File: src/sv/lmfr_pkg.sv
package lmfr_pkg;

  localparam int unsigned RowCount = 8;
  localparam int unsigned RowWidth = 8;

  typedef logic [$clog2(RowCount)-1:0] row_idx_t;
  typedef logic [RowWidth-1:0] row_t;
  typedef logic [RowCount-1:0][RowWidth-1:0] frame_t;

  typedef enum logic [1:0] {
    ACT_DRAW   = 2'd0,
    ACT_FILL   = 2'd1,
    ACT_LOAD   = 2'd2,
    ACT_UPDATE = 2'd3
  } action_t;

  typedef enum logic [1:0] {
    ROT_0   = 2'd0,
    ROT_90  = 2'd1,
    ROT_180 = 2'd2,
    ROT_270 = 2'd3
  } rot_t;

  typedef enum logic {
    ST_IDLE = 1'b0,
    ST_EMIT = 1'b1
  } state_t;

  // Controller to datapath.
  typedef struct packed {
    logic apply;  // frame edit from the accepted transaction
    logic emit;   // load the next remapped byte into the output register
  } cmd_t;

  // Datapath to controller.
  typedef struct packed {
    logic last_row;
  } status_t;

  function automatic row_t rot_right1(row_t b);
    return {b[0], b[RowWidth-1:1]};
  endfunction

  function automatic row_t rot_left1(row_t b);
    return {b[RowWidth-2:0], b[RowWidth-1]};
  endfunction

  function automatic row_t bit_reverse(row_t b);
    row_t r;
    for (int i = 0; i < RowWidth; i++) begin
      r[RowWidth-1-i] = b[i];
    end
    return r;
  endfunction

  // Gather bit c of every row; msb_first puts row j at bit 7-j, else at bit j.
  function automatic row_t column_byte(frame_t f, row_idx_t c, logic msb_first);
    row_t r;
    for (int j = 0; j < RowCount; j++) begin
      if (msb_first) begin
        r[RowWidth-1-j] = f[j][c];
      end else begin
        r[j] = f[j][c];
      end
    end
    return r;
  endfunction

endpackage

File: src/sv/lmfr_in_if.sv
interface lmfr_in_if;
  logic       valid;
  logic       ready;
  logic [1:0] action;
  logic [3:0] pos_x;
  logic [3:0] pos_y;
  logic       pixel_on;
  logic [7:0] row_data;

  modport source (output valid, output action, output pos_x, output pos_y,
                  output pixel_on, output row_data, input ready);
  modport sink   (input valid, input action, input pos_x, input pos_y,
                  input pixel_on, input row_data, output ready);
endinterface

File: src/sv/lmfr_out_if.sv
interface lmfr_out_if;
  logic       valid;
  logic       ready;
  logic [3:0] ram_address;
  logic [7:0] ram_byte;
  logic       last;

  modport source (output valid, output ram_address, output ram_byte, output last,
                  input ready);
  modport sink   (input valid, input ram_address, input ram_byte, input last,
                  output ready);
endinterface

File: src/sv/lmfr_ctrl.sv
module lmfr_ctrl (
  input  logic             clk,
  input  logic             rst,
  input  logic             in_valid,
  output logic             in_ready,
  input  logic [1:0]       in_action,
  output logic             out_valid,
  input  logic             out_ready,
  output lmfr_pkg::cmd_t    cmd,
  input  lmfr_pkg::status_t status
);
  import lmfr_pkg::*;

  state_t state;
  state_t state_next;
  logic   out_valid_next;
  logic   slot_free;

  assign slot_free = !out_valid || out_ready;

  always_ff @(posedge clk) begin
    if (rst) begin
      state     <= ST_IDLE;
      out_valid <= 1'b0;
    end else begin
      state     <= state_next;
      out_valid <= out_valid_next;
    end
  end

  always_comb begin
    state_next = state;
    case (state)
      ST_IDLE: begin
        if (in_valid && in_action == ACT_UPDATE) begin
          state_next = ST_EMIT;
        end
      end
      ST_EMIT: begin
        if (slot_free && status.last_row) begin
          state_next = ST_IDLE;
        end
      end
      default: state_next = ST_IDLE;
    endcase
  end

  always_comb begin
    in_ready  = 1'b0;
    cmd.apply = 1'b0;
    cmd.emit  = 1'b0;
    case (state)
      ST_IDLE: begin
        in_ready  = 1'b1;
        cmd.apply = in_valid && in_action != ACT_UPDATE;
      end
      ST_EMIT: begin
        cmd.emit = slot_free;
      end
      default: begin
        in_ready = 1'b0;
      end
    endcase
  end

  // Hold the output until taken; a fresh byte replaces it in the same cycle.
  always_comb begin
    if (cmd.emit) begin
      out_valid_next = 1'b1;
    end else if (out_ready) begin
      out_valid_next = 1'b0;
    end else begin
      out_valid_next = out_valid;
    end
  end

endmodule

File: src/sv/lmfr_datapath.sv
module lmfr_datapath (
  input  logic              clk,
  input  logic              rst,
  input  lmfr_pkg::cmd_t    cmd,
  output lmfr_pkg::status_t status,
  input  logic [1:0]        action,
  input  logic [3:0]        pos_x,
  input  logic [3:0]        pos_y,
  input  logic              pixel_on,
  input  logic [7:0]        row_data,
  input  logic              cfg_we,
  input  logic [1:0]        cfg_data,
  output logic [3:0]        ram_address,
  output logic [7:0]        ram_byte,
  output logic              last
);
  import lmfr_pkg::*;

  frame_t   frame;
  frame_t   frame_next;
  rot_t     rotation;
  row_idx_t count;
  row_idx_t row_sel;
  row_t     sel_row;
  row_t     remap;

  always_ff @(posedge clk) begin
    if (rst) begin
      frame    <= '0;
      rotation <= ROT_0;
      count    <= '0;
    end else begin
      frame <= frame_next;
      if (cfg_we) begin
        rotation <= rot_t'(cfg_data);
      end
      // Wraps back to row 0 after the last byte.
      if (cmd.emit) begin
        count <= count + row_idx_t'(1);
      end
    end
  end

  always_comb begin
    frame_next = frame;
    if (cmd.apply) begin
      case (action)
        ACT_DRAW: begin
          if (!pos_x[3] && !pos_y[3]) begin
            frame_next[pos_y[2:0]][~pos_x[2:0]] = pixel_on;
          end
        end
        ACT_FILL: begin
          for (int k = 0; k < RowCount; k++) begin
            frame_next[k] = {RowWidth{pixel_on}};
          end
        end
        ACT_LOAD: begin
          if (!pos_y[3]) begin
            frame_next[pos_y[2:0]] = row_data;
          end
        end
        default: frame_next = frame;
      endcase
    end
  end

  assign status.last_row = (count == row_idx_t'(RowCount - 1));

  // Rows are read bottom-up except for 270 degrees.
  assign row_sel = (rotation == ROT_270) ? count : ~count;
  assign sel_row = frame[row_sel];

  always_comb begin
    case (rotation)
      ROT_0:   remap = rot_right1(column_byte(frame, ~count, 1'b1));
      ROT_90:  remap = rot_right1(sel_row);
      ROT_180: remap = rot_right1(column_byte(frame, ~count, 1'b0));
      ROT_270: remap = bit_reverse(rot_left1(sel_row));
      default: remap = sel_row;
    endcase
  end

  always_ff @(posedge clk) begin
    if (cmd.emit) begin
      ram_address <= {count, 1'b0};
      ram_byte    <= remap;
      last        <= status.last_row;
    end
  end

endmodule

File: src/sv/led_matrix_frame_rotator_top.sv
// 8x8 one-bit LED frame buffer. Draw, fill and load-row transactions produce
// no output. An update transaction streams the eight display-RAM bytes
// (addresses 0, 2, ... 14) through the output register, one per cycle while
// the sink is ready, with last set on the eighth; no input is taken until the
// eighth byte is loaded into the output register, so output stalls lengthen
// the update. Rotation is written through cfg_we/cfg_data and applies to the
// next update; write it only while the block is idle.
module led_matrix_frame_rotator_top (
  input  logic       clk,
  input  logic       rst,
  lmfr_in_if.sink    in_chan,
  lmfr_out_if.source out_chan,
  input  logic       cfg_we,
  input  logic [1:0] cfg_data
);
  import lmfr_pkg::*;

  cmd_t    cmd;
  status_t status;

  lmfr_ctrl u_ctrl (
    .clk       (clk),
    .rst       (rst),
    .in_valid  (in_chan.valid),
    .in_ready  (in_chan.ready),
    .in_action (in_chan.action),
    .out_valid (out_chan.valid),
    .out_ready (out_chan.ready),
    .cmd       (cmd),
    .status    (status)
  );

  lmfr_datapath u_datapath (
    .clk         (clk),
    .rst         (rst),
    .cmd         (cmd),
    .status      (status),
    .action      (in_chan.action),
    .pos_x       (in_chan.pos_x),
    .pos_y       (in_chan.pos_y),
    .pixel_on    (in_chan.pixel_on),
    .row_data    (in_chan.row_data),
    .cfg_we      (cfg_we),
    .cfg_data    (cfg_data),
    .ram_address (out_chan.ram_address),
    .ram_byte    (out_chan.ram_byte),
    .last        (out_chan.last)
  );

endmodule

File: src/flat_wrapper.sv
// flat-port wrapper written by rule: the top's interface ports become plain ports
module led_matrix_frame_rotator_top_flat import lmfr_pkg::*;
  (clk, rst, cfg_we, cfg_data, in_chan_valid, in_chan_action, in_chan_pos_x, in_chan_pos_y, in_chan_pixel_on, in_chan_row_data, in_chan_ready, out_chan_valid, out_chan_ram_address, out_chan_ram_byte, out_chan_last, out_chan_ready);
  lmfr_in_if in_chan_i ();
  lmfr_out_if out_chan_i ();
  input  logic clk;
  input  logic rst;
  input  logic cfg_we;
  input  logic [1:0] cfg_data;
  input wire logic [$bits(in_chan_i.valid)-1:0] in_chan_valid;
  input wire logic [$bits(in_chan_i.action)-1:0] in_chan_action;
  input wire logic [$bits(in_chan_i.pos_x)-1:0] in_chan_pos_x;
  input wire logic [$bits(in_chan_i.pos_y)-1:0] in_chan_pos_y;
  input wire logic [$bits(in_chan_i.pixel_on)-1:0] in_chan_pixel_on;
  input wire logic [$bits(in_chan_i.row_data)-1:0] in_chan_row_data;
  output wire logic [$bits(in_chan_i.ready)-1:0] in_chan_ready;
  output wire logic [$bits(out_chan_i.valid)-1:0] out_chan_valid;
  output wire logic [$bits(out_chan_i.ram_address)-1:0] out_chan_ram_address;
  output wire logic [$bits(out_chan_i.ram_byte)-1:0] out_chan_ram_byte;
  output wire logic [$bits(out_chan_i.last)-1:0] out_chan_last;
  input wire logic [$bits(out_chan_i.ready)-1:0] out_chan_ready;
  assign in_chan_i.valid = in_chan_valid;
  assign in_chan_i.action = in_chan_action;
  assign in_chan_i.pos_x = in_chan_pos_x;
  assign in_chan_i.pos_y = in_chan_pos_y;
  assign in_chan_i.pixel_on = in_chan_pixel_on;
  assign in_chan_i.row_data = in_chan_row_data;
  assign in_chan_ready = in_chan_i.ready;
  assign out_chan_valid = out_chan_i.valid;
  assign out_chan_ram_address = out_chan_i.ram_address;
  assign out_chan_ram_byte = out_chan_i.ram_byte;
  assign out_chan_last = out_chan_i.last;
  assign out_chan_i.ready = out_chan_ready;
  led_matrix_frame_rotator_top u_core (.clk(clk), .rst(rst), .in_chan(in_chan_i), .out_chan(out_chan_i), .cfg_we(cfg_we), .cfg_data(cfg_data));
endmodule
File: config.mk
export PLATFORM = sky130hd
export DESIGN_NAME = led_matrix_frame_rotator_top_flat
export DESIGN_NICKNAME = d
export VERILOG_FILES = /design/src/sv/lmfr_pkg.sv /design/src/sv/lmfr_in_if.sv /design/src/sv/lmfr_out_if.sv /design/src/sv/lmfr_ctrl.sv /design/src/sv/lmfr_datapath.sv /design/src/sv/led_matrix_frame_rotator_top.sv /design/src/flat_wrapper.sv
export SDC_FILE = /design/constraint.sdc
export NUM_CORES = 1
export LEC_CHECK = 0
export BUFFER_PORTS_ARGS = -buffer_cell sky130_fd_sc_hd__buf_2
export CORE_MARGIN = 5
export CORE_UTILIZATION = 56
export DETAILED_ROUTE_END_ITERATION = 10
export PLACE_DENSITY = 0.77
export SETUP_SLACK_MARGIN = 0.4
export SLEW_MARGIN = 5
export SYNTH_ARGS = -nofsm -noshare
export SYNTH_HDL_FRONTEND = slang
export SYNTH_SLANG_ARGS = --single-unit
export TNS_END_PERCENT = 5
File: constraint.sdc
create_clock -name clk -period 1.93 [get_ports clk]
set_input_delay 0.0965 -clock clk [delete_from_list [all_inputs] [get_ports clk]]
set_output_delay 0.0965 -clock clk [all_outputs]
set_load 0.03 [all_outputs]
# After elaboration in Yosys (flattened, before gate mapping)
# Index checks and enable logic that the tools add are counted.
# word_totals
out_inout_bits,15
word_cells,89
ff_bits,83
in_bits,26
# op_classes
bitwise,3
n_eq_ne,10
n_addsub,1
n_lt_le_gt_ge,6
mux,39
reduce_logical,15
# ops
op,n
$pmux 64 s3,1
$bwmux 64,2
$mux 64,2
$demux 8 s3,2
$pmux 8 s4,1
$bmux 1 s3,8
$bmux 8 s3,1
$mux 8,3
$lt 3x4->1 const B,4
$mux 1,16
$eq 2x2->1 const B,4
$ge 3x1->1 const B,2
$logic_and 1x1->1,6
$ne 2x2->1 const B,3
$not 3->3,2
$eq 2x1->1 const B,2
$logic_not 2->1,2
$reduce_and 4->1,1
$add 3x1->3 const B,1
$demux 1 s3,1
$eq 3x3->1 const B,1
$logic_not 1->1,3
$mux 3,1
$reduce_bool 3->1,1
other kinds (4),4

# Logic depth before layout (Yosys ltp)
# Gate-level depths: netlist of run 1.
# depth
ltp_word,10
ltp_mapped,10
depth_no_buf,8

# Hierarchy
# From an unflattened synthesis of run 1, not the netlist that was laid out.
# hier_totals
hier_cells,994
hier_area_um2,7294.5
# modules_own_cells
mod,instances,cells_each,area_per_inst_um2,seq_area_each_um2
lmfr_datapath,1,982,7188.1,1741.7
lmfr_ctrl,1,12,106.4,40.0

# Worst setup path after synthesis of run 1
# Ideal clock, no wire load.
# synth_timing
kind,reg2reg
start,register u_core.u_datapath.count[1]
end,register u_core.u_datapath.ram_byte[4] (data pin)
arrival_time_ns,1.858
path_buffers,2
period_less_slack_ns,2.118
slack_ns,-0.188
setup_time_ns,0.261
stages_incl_launch_ff,7
t_required_ns,1.669
path_cell_list,dfxtp_1 > buf_2 > buf_2 > mux4_1 > a22oi_1 > nand3_1 > a221o_1
# synth_between
elab_chain_cells,5
elab_cells_between_ends,9
cone_classes,8 x mux; 1 x bitwise
# synth_rtl
item,line,rtl
start: declaration,lmfr_datapath.sv:22,row_idx_t count;
start signal: assignment,lmfr_datapath.sv:39,count <= count + row_idx_t'(1);
$not 3->3,"lmfr_datapath.sv:71, lmfr_datapath.sv:76, lmfr_datapath.sv:78",
$mux 3,lmfr_datapath.sv:71,assign row_sel = (rotation == ROT_270) ? count : ~count;
$bmux 8 s3,lmfr_datapath.sv:72,assign sel_row = frame[row_sel];
$mux 8 (implied by the code),lmfr_datapath.sv:72,
$pmux 8 s4 *,lmfr_datapath.sv:75,case (rotation)
via u_core.u_datapath.remap[4],lmfr_datapath.sv:25,row_t remap;
end signal: assignment,lmfr_datapath.sv:87,ram_byte <= remap;
end: declaration,lmfr_datapath.sv:14,"output logic [7:0] ram_byte,"
# Mark *: on every way through the listed nets, which the timed path passes. The rest lies on a longest branch. The select of a mux whose other input is x is not followed.
# A chain may end at the register's enable or synchronous reset.

# Worst setup path after layout of run 1
# layout_timing
start,register u_core.u_datapath.rotation[1]
end,register u_core.u_datapath.ram_byte[1] (data pin)
# layout_between
elab_chain_cells,5
elab_cells_between_ends,8
cone_classes,3 x eq/ne; 4 x mux; 1 x reduce/logical
# layout_rtl
item,line,rtl
start: declaration,lmfr_datapath.sv:21,rot_t rotation;
start signal: assignment,lmfr_datapath.sv:35,rotation <= rot_t'(cfg_data);
$eq 2x2->1,"lmfr_datapath.sv:71, lmfr_datapath.sv:75",
$mux 3,lmfr_datapath.sv:71,
$bmux 8 s3,lmfr_datapath.sv:72,
$mux 8 (implied by the code),lmfr_datapath.sv:72,
$pmux 8 s4 *,lmfr_datapath.sv:75,
via u_core.u_datapath.remap[1],lmfr_datapath.sv:25,
# Marked as above.

==> results of run 1 <==
==> worst max path at each step <==
| stage | endpoint | slack [ns] | cells after the start |
|---|---|---|---|
| 6_report | u_core.u_datapath.ram_byte[1]$_DFFE_PP_ | -0.20 | 6 |
| 5_1_grt | u_core.u_datapath.ram_byte[1]$_DFFE_PP_ | -0.27 | 6 |
| 4_1_cts | u_core.u_datapath.ram_byte[2]$_DFFE_PP_ | -0.13 | 6 |
| 3_5_place_dp | u_core.u_datapath.ram_byte[0]$_DFFE_PP_ | -0.29 | 6 |
| 3_3_place_gp | u_core.u_datapath.ram_byte[1]$_DFFE_PP_ | -0.21 | 6 |
| 2_1_floorplan | u_core.u_datapath.ram_byte[3]$_DFFE_PP_ | -0.09 | 7 |
==> metrics by stage <==
step,setup TNS (ns),instances
after floorplan,-0.612,798
after global placement,-1.33,957
after detailed placement,-2.17,957
after CTS,-0.889,982
after global routing,-1.88,984
final,-1.43,984
==> power groups by stage <==
stage                     registers, mW  logic [mW]  clock network [mW]
after global placement             1.95        1.09                   0
after detailed placement           1.96        1.13                   0
final                              1.94        1.46                2.10
after CTS                          1.92        1.26                2.07
after floorplan                    1.94       0.781                   0
after global routing               1.94        1.54                2.17
==> cell type report <==
class / instances / area [sq um]
Sequential cell: 83 / 1790
Clock inverter: 6 / 113
Tap cell: 147 / 184
Clock buffer: 10 / 239
Timing Repair Buffer: 103 / 1010
Multi-Input combinational cell: 629 / 5440
Inverter: 5 / 18.8
Antenna cell: 1 / 2.50
Fill cell: 787 / 3220
==> repair_timing <==
action | CTS | global route
buffers inserted | 4 | 0
setup endpoints to repair | 72 | 74
gates cloned | 3 | 1
pin swaps | 113 | 121
gates resized for setup | 99 | 99
hold endpoints to repair | 2 | 0
hold buffers | 2 | 0
==> per-layer routing <==
layer | vias to the layer above | global-route usage
met3 | 196 | 0.0706
met4 | 0 | 0.148
met1 | 3469 | 0.420
li1 | 3083 | -
met2 | 707 | 0.508
met5 | - | 0
==> synth_stat cells, types with 3 or more instances <==
| cell type | count |
|---|---|
| a21oi_1 | 151 |
| nor2_1 | 74 |
| dfxtp_1 | 71 |
| mux2_2 | 69 |
| o21ai_0 | 65 |
| clkbuf_1 | 48 |
| mux2i_1 | 39 |
| or4_1 | 39 |
| nand2_1 | 38 |
| mux4_2 | 27 |
| nand3_1 | 18 |
| a221o_1 | 14 |
| edfxtp_1 | 12 |
| nor3_1 | 12 |
| buf_2 | 11 |
| buf_1 | 10 |
| buf_6 | 9 |
| a22oi_1 | 7 |
| ha_1 | 7 |
| mux2_1 | 7 |
| o22ai_1 | 7 |
| inv_1 | 5 |
| nand3b_1 | 5 |
| and2_1 | 4 |
| mux4_1 | 4 |
| nand2b_1 | 4 |
| or3_1 | 4 |
| buf_4 | 3 |
| nor3b_4 | 3 |
| o221ai_1 | 3 |
==> worst max-delay path, delay by kind of cell (launching register included) <==
kind	cells	cell delay (ns)
muxes	1	0.49
buffers and inverters	1	0.14
DFF	1	0.34
AOI/OAI and AO/OA	2	0.56
and+or+nand+nor	2	0.34
==> cells by family after synthesis <==
kind of cell / after synthesis / synth area share
DFF: 83 / 0.260
muxes: 146 / 0.286
AOI/OAI and AO/OA: 258 / 0.209
xor gates and xnor gates: 2 / 0.00256
other: 1 / 0.000548
adders and majority gates: 7 / 0.0128
buffers and inverters: 86 / 0.0607
and+or+nand+nor: 215 / 0.168
==> out/metrics.yaml, run 1 <==
status: "complete, but fails checks"
violations: "setup timing"
place_area_sq_um: 7470
drc_errors: 0
grt_usage: 0.321
synth_top_cell_by_area: "dfxtp_1"
row_count: 40
critPathLaunch: "u_core.u_datapath.rotation[1]$_SDFFE_PP0P_"
fp.dieW_um: 121
skew_ns: 0.0129
die-area_sq_um: 14500
async_flop_share: 0
worst_slack_ns: -0.197
ys_types: 49
path_max_fanout: 5
vias: 7455
drv_slew: 0
finalSetupViolCount: 8
grt-ovfl-total: 0
final_area_sq_um: 8800
antenna_found_initial: 1
syn_avg_cell_area_sq_um: 8.58
crit_chain: "and2_4 -> buf_6 -> mux4_2 -> a22oi_1 -> nand3_1 -> a221o_1"
worst_pin_slew_ns: 0.661
final_nets: 864
met2WireLength_um: 11400
yosysSeqAreaShare: 0.260
ys_seq_elements: 83
portBuffers: 39
startpoint_type: "register"
ir_drop_uv: 381
r2r_start: "u_core.u_datapath.rotation[1]$_SDFFE_PP0P_"
grt_pass1_wl_um: 37100
power.leakage_nw: 3.28
synth_top_area_frac: 0.208
synth-edff-count: 12
grt_max_degree: 80
root_buffer: "clkbuf_16"
combPwrFrac: 0.265
rrSetupSlack_ns: -0.20
power_frac_seq: 0.353
synth_fp_nets: 831
cts.sinks: 83
finalHoldViolCount: 0
layout_common_cells: "a21oi_1, nor2_1, mux2_2"
switching_share: 0.326
core_sq_um: 12000
path_class: "reg2reg"
max_freq_mhz: 470
grt_pass1_vias: 6960
cts.clk_slew.worst_paths_ns: 0.07
hold_class: "in2reg"
cts_max_level: 3
syn_to_final_growth_pct: 28.4
pre_cts_ws_ns: -0.285
max_slew_margin: 0.555
synth_flop_cell: "dfxtp_1"
vias_per_cell: 7.58
min_period_over_period: 1.10
io_pins: 41
wire_per_inst_um: 25.7
gp_congestion: 0.998
p_per_area_nw_per_um2: 626
cts_buffers: 9
cts.path.max_buffers: 2
final_util: 0.732
clkPwrFrac: 0.381
wl_met3_um: 3600
end_kind: "register"
ys_warn_count: 0
clkLatencyLatePin_ns: 0.37
whs_path_depth: 3
rr_worst_depth: 6
worst_path_max_delay_cell: "mux4_2"
drive_gt1_frac: 0.449
power_mw: 5.50
hpwl_um: 14600
cts_tree: "done"
drt_first_pass_iters: 6
syn_area_sq_um: 6850
final_common_cell: "a21oi_1"
start_util: 0.570
r2r-end: "u_core.u_datapath.ram_byte[1]$_DFFE_PP_"
syn_inst: 798
highest_layer: "met4"
maxCapViolCount: 0
synth_area_leaders: "dfxtp_1, mux2_2, a21oi_1"
worstHoldEndpoint: "u_core.u_datapath.rotation[1]$_SDFFE_PP0P_"
p_switching_mw: 1.79
p_int_mw: 3.71
critPathRequiredTime_ns: 2.03
final.min_clock_period_ns: 2.13
dr.first_iter.drc_count: 1248
arrival_ns: 2.23
holdWs_ns: 0.0246
wirelength_met1_um: 8810
die_height_um: 121
critPathMaxStageDelay_ns: 0.49
postRouteAntennaNets: 0
rsz0062_at_grt: "yes"
hp-start: "cfg_we"
wl_um: 25300
(Power assumes the default switching activity.)
==> inputs of run 2 (changes only) <==
ABC_AREA = 1   (was not set)
CORE_UTILIZATION = 57   (was 56)
PLACE_DENSITY = 0.78   (was 0.77)
==> run 2 against run 1 <==
- the flow now finishes without violations
- largest cell class unchanged
- clock-buffer cell count increased by 3
- critical path depth up 4
- routed wire length rose by 1.2%
- highest routed layer unchanged
- area after synthesis rose by 1.7%
==> out/metrics.yaml, run 2 <==
cts.sinks: 83
synthTopCellsByCount: "nand2_1, a21oi_1, o21ai_0, inv_1, nand3_1"
core_sq_um: 12000
die-area_sq_um: 14500
final_util: 0.679
path_class: "reg2reg"
synthAdderAreaFrac: 0.0126
holdWs_ns: 0.0331
arrival_ns: 1.76
postRouteAntennaNets: 0
syn_avg_cell_area_sq_um: 5.96
cp_top_family: "simple AND/OR/NAND/NOR gates"
finalHoldViolCount: 0
synth_top_cell_by_area: "dfxtp_1"
synth-edff-count: 12
end_kind: "register"
layout_common_cells: "nand2_1, a21oi_1, o21ai_0"
final_common_cell: "nand2_1"
hold_class: "in2reg"
cts.clk_slew.worst_paths_ns: 0.07
power_frac_seq: 0.378
path_max_fanout: 8
antenna_found_initial: 0
hpwl_um: 16000
grt-ovfl-total: 0
yosysMostFrequentCell: "nand2_1"
cts_tree: "done"
p_int_mw: 3.37
power.leakage_nw: 3.37
wire_per_inst_um: 19.1
io_pins: 41
drt_first_pass_iters: 9
die_height_um: 121
clkPwrFrac: 0.324
yosysSeqAreaShare: 0.256
critPathBufInv: 2
maxCapViolCount: 0
min_period_over_period: 0.865
crit_chain: "nand2_8 -> buf_12 -> buf_6 -> nand2_8 -> nand2_8 -> nand3_1 -> nand3_2 -> nand2_2 -> nand2_1 -> nand4_1"
status: "complete, no violations"
n_fill_cell: 1084
setup_tns_ns: 0
place_area_sq_um: 7230
ys_types: 37
synth-simple-area-share: 0.305
worst_path_max_delay_cell: "dfxtp_4"
synthMuxAreaShare: 0
synth_fp_nets: 1202
portBuffers: 39
grt_max_degree: 66
combPwrFrac: 0.298
grt_pass1_vias: 7234
grt_usage: 0.337
clkLatencyLatePin_ns: 0.36
switching_share: 0.364
critPathRequiredTime_ns: 2.02
final_area_sq_um: 8160
synth_area_leaders: "dfxtp_1, nand2_1, a21oi_1"
power_mw: 5.30
critPathMaxStageDelay_ns: 0.38
vias: 8377
synth_flop_cell: "dfxtp_1"
cts.path.max_buffers: 2
synth_top_area_frac: 0.204
antenna_cells: 0
dr.first_iter.drc_count: 1325
drv_slew: 0
cts_buffers: 9
synth-xor-area-share: 0.00233
syn_area_sq_um: 6970
synth_top_family_by_area: "simple AND/OR/NAND/NOR gates"
skew_ns: 0.00720
critPathLaunch: "u_core.u_datapath.rotation[1]$_SDFFE_PP0P_"
startpoint_type: "register"
max_freq_mhz: 599
worst_pin_slew_ns: 0.634
wl_um: 25600
ys_seq_elements: 83
synth_compound_gate_area_share: 0.290
final_nets: 1220
root_buffer: "clkbuf_16"
p_per_area_nw_per_um2: 650
row_count: 40
r2r_start: "u_core.u_datapath.rotation[1]$_SDFFE_PP0P_"
ir_drop_uv: 416
gp_congestion: 0.981
vias_per_cell: 6.26
finalSetupViolCount: 0
syn_to_final_growth_pct: 17.1
drc_errors: 0
p_switching_mw: 1.93
max_slew_margin: 0.576
async_flop_share: 0
cpMostUsedCell: "nand2_8"
ys_warn_count: 0
grt_pass1_wl_um: 38900
fp.dieW_um: 121
final.min_clock_period_ns: 1.67
drive_gt1_frac: 0.155
syn_inst: 1169
cts_max_level: 3
hp-start: "cfg_data[0]"
rsz0062_at_grt: "yes"
start_util: 0.580
## run 2: cell types whose count changed after synthesis, moves of 19 or more
cell	change
o21ai_1	+79
nand2_1	+190
inv_1	+104
nand3_1	+84
clkbuf_1	-19
nand4_1	+21
or4_1	-39
mux2_2	-69
mux4_2	-27
mux2i_1	-39
o21ai_0	+76
## run 2: worst paths after layout
kind                                                      to  cells past startpoint  slack [ns]
setup / recovery     u_core.u_datapath.ram_byte[5]$_DFFE_PP_                     10        0.26
hold / removal    u_core.u_datapath.rotation[0]$_SDFFE_PP0P_                      3        0.03
setup reg to reg     u_core.u_datapath.ram_byte[5]$_DFFE_PP_                     10        0.26
hold reg to reg         u_core.u_ctrl.out_valid$_SDFFE_PP0P_                      2        0.49
## run 2: layer usage
metal	global-route usage	share of wire
met3	0.0767	0.14
met1	0.471	0.39
met4	0.159	0.047
met2	0.491	0.42
met5	0	0
## run 2: tightest hold or removal path, cell delays in order
cell	delay (ns)
buf_2	0.07
o21ai_0	0.07
a21oi_1	0.11
## run 2: per-stage QoR
step,std cells,setup slack [ns]
floorplan,1169,0.398
finish,1339,0.260
detailed placement,1303,0.189
global route,1339,0.207
global placement,1303,0.202
CTS,1331,0.374
## run 2: cell type report
class | count | area (sq um) | area share
tap | 147 | 184 | 0.0225
multi-input combinational | 878 | 4550 | 0.558
timing repair buffer | 86 | 816 | 0.100
clock buffer | 13 | 262 | 0.0321
sequential | 83 | 1800 | 0.220
clock inverter | 3 | 21.3 | 0.00261
inverter | 129 | 526 | 0.0644
## run 2: repair_timing
action,in CTS,in global routing
setup endpoints to repair,9,24
hold buffers,1,0
hold endpoints to repair,1,0
setup buffers,7,4
pin swaps,8,19
resized for setup,41,54
gates cloned,4,4
## run 2: power groups by stage
stage	combinational, mW	clock, mW	sequential (mW)
after floorplan	0.959	0	1.99
after global placement	1.31	0	2.03
after detailed placement	1.32	0	2.02
after CTS	1.41	1.71	1.99
after global routing	1.71	1.80	2.01
final	1.58	1.72	2.00
## run 2: cells by family after synthesis
kind of cell,after synthesis
simple gates,477
compound gates,390
buf+inv,210
flops,83
fa+ha+maj,7
xor+xnor,1
other cells,1
==> inputs of run 3 (changes only) <==
CORE_UTILIZATION = 25   (was 57)
PLACE_DENSITY = not set   (was 0.78)
==> run 3 against run 2 <==
- non-clock buffer count decreased by 12
- maximum frequency increased by 2.5%
- critical path depth decreased by 3
- setup slack improved by 0.041 ns
- die area increased by 120%
- critical path type unchanged
- largest power group is now the clock network
==> out/metrics.yaml, run 3 (same netlist as run 2, synthesis figures left out) <==
met2_usage: 0.252
seq_area_sq_um: 1800
critPathRequiredTime_ns: 2.02
worst_path_max_delay_cell: "dfxtp_4"
portBuffers: 39
grt_pass1_vias: 7360
min_period_over_period: 0.844
layout_common_cells: "nand2_1, a21oi_1, o21ai_0"
finalSetupViolCount: 0
rsz0062_at_grt: "yes"
arrival_ns: 1.72
core_sq_um: 27600
combPwrFrac: 0.273
drc_errors: 0
vias: 8082
place_area_sq_um: 7570
max_slew_margin: 0.608
power.leakage_nw: 3.26
met3_usage: 0.0291
antenna_found_initial: 1
grt_max_degree: 67
cts_buffers: 9
ir_drop_uv: 424
grt_use_met1: 0.239
startpoint_type: "register"
n_fill_cell: 3093
p_switching_mw: 1.90
root_buffer: "clkbuf_16"
hpwl_um: 17800
finalNonFillerCells: 1558
antenna_cells: 0
gp_congestion: 0.908
multi_input_area_sq_um: 4360
final_common_cell: "nand2_1"
cts.path.max_buffers: 2
wire_per_inst_um: 17.1
drv_slew: 0
switching_share: 0.343
hold_class: "in2reg"
path_class: "reg2reg"
dr.first_iter.drc_count: 1018
max_freq_mhz: 614
die_height_um: 177
clkPwrFrac: 0.367
status: "complete, no violations"
cts.sinks: 83
postRouteAntennaNets: 0
final_nets: 1208
row_count: 61
final_util: 0.295
syn_to_final_growth_pct: 17.1
end_kind: "register"
power_frac_seq: 0.360
setup_tns_ns: 0
path_max_fanout: 17
skew_ns: 0.00726
start_util: 0.252
dp_cells: 1531
crit_chain: "inv_4 -> clkbuf_16 -> o21ai_1 -> nand3_1 -> and2_0 -> nand2_1 -> nand4_1"
p_per_area_nw_per_um2: 677
grt_pass1_wl_um: 41700
cts_max_level: 3
ctsHoldBuffers: 0
cts_tree: "done"
io_pins: 41
drive_gt1_frac: 0.131
cts.clk_slew.worst_paths_ns: 0.06
maxCapViolCount: 0
die-area_sq_um: 31300
holdWs_ns: 0.0273
vias_per_cell: 5.19
finalHoldViolCount: 0
grt_usage: 0.167
final.min_clock_period_ns: 1.63
critPathMaxStageDelay_ns: 0.39
grt_busiest_layer: "met2"
clkLatencyLatePin_ns: 0.36
wl_um: 26700
grt-ovfl-total: 0
worst_pin_slew_ns: 0.586
p_int_mw: 3.63
fp.dieW_um: 177
drt_first_pass_iters: 5
final_area_sq_um: 8160
==> run 3: metrics by stage <==
step | setup slack, ns | power, mW
2_1_floorplan | 0.398 | 2.95
3_3_place_gp | 0.221 | 3.40
3_5_place_dp | 0.149 | 3.41
4_1_cts | 0.313 | 5.47
5_1_grt | 0.224 | 5.77
6_report | 0.302 | 5.52
==> run 3: layer usage <==
layer	share of wire	wire [um]	up-vias
li1	-	-	3906
met1	0.46	12100	3734
met2	0.43	11500	393
met3	0.090	2400	47
met4	0.025	667	2
met5	0.00034	9	-
==> run 3: final timing paths <==
| path | slack (ns) | endpoint | from | cells after the start |
|---|---|---|---|---|
| worst max-delay path | 0.30 | u_core.u_datapath.ram_byte[2]$_DFFE_PP_ | u_core.u_datapath.count[0]$_SDFFE_PP0P_ | 7 |
| worst max register to register | 0.30 | u_core.u_datapath.ram_byte[2]$_DFFE_PP_ | u_core.u_datapath.count[0]$_SDFFE_PP0P_ | 7 |
| worst min-delay path | 0.03 | u_core.u_datapath.rotation[1]$_SDFFE_PP0P_ | cfg_we | 3 |
| worst min register to register | 0.50 | u_core.u_ctrl.out_valid$_SDFFE_PP0P_ | u_core.u_ctrl.out_valid$_SDFFE_PP0P_ | 2 |
==> run 3: critical path, delay by kind of cell (launching register included) <==
family                 cells  cell delay, ns
AOI/OAI and AO/OA          1            0.23
buffers and inverters      2            0.25
DFF                        1            0.39
and+or+nand+nor            4            0.49
==> run 3: timing repair <==
action | 4_1_cts | 5_1_grt
pin swaps | 2 | 1
setup endpoints to repair | 25 | 48
gates cloned | 3 | 3
gates resized for setup | 14 | 19
setup buffers | 3 | 2
==> run 3: final cells by class <==
class | instances | area share
multi-input combinational | 878 | 0.534
clock buffer | 10 | 0.0281
tap | 378 | 0.0579
sequential | 83 | 0.220
timing repair buffer | 74 | 0.0857
inverter | 129 | 0.0619
clock inverter | 6 | 0.0127
==> run 3: power by group through the flow <==
stage | Clock [mW] | Combinational (mW) | Sequential (mW)
after global routing | 2.11 | 1.66 | 2.00
after global placement | 0 | 1.38 | 2.02
after floorplan | 0 | 0.959 | 1.99
after detailed placement | 0 | 1.39 | 2.02
after CTS | 2.05 | 1.43 | 1.98
final | 2.03 | 1.51 | 1.99
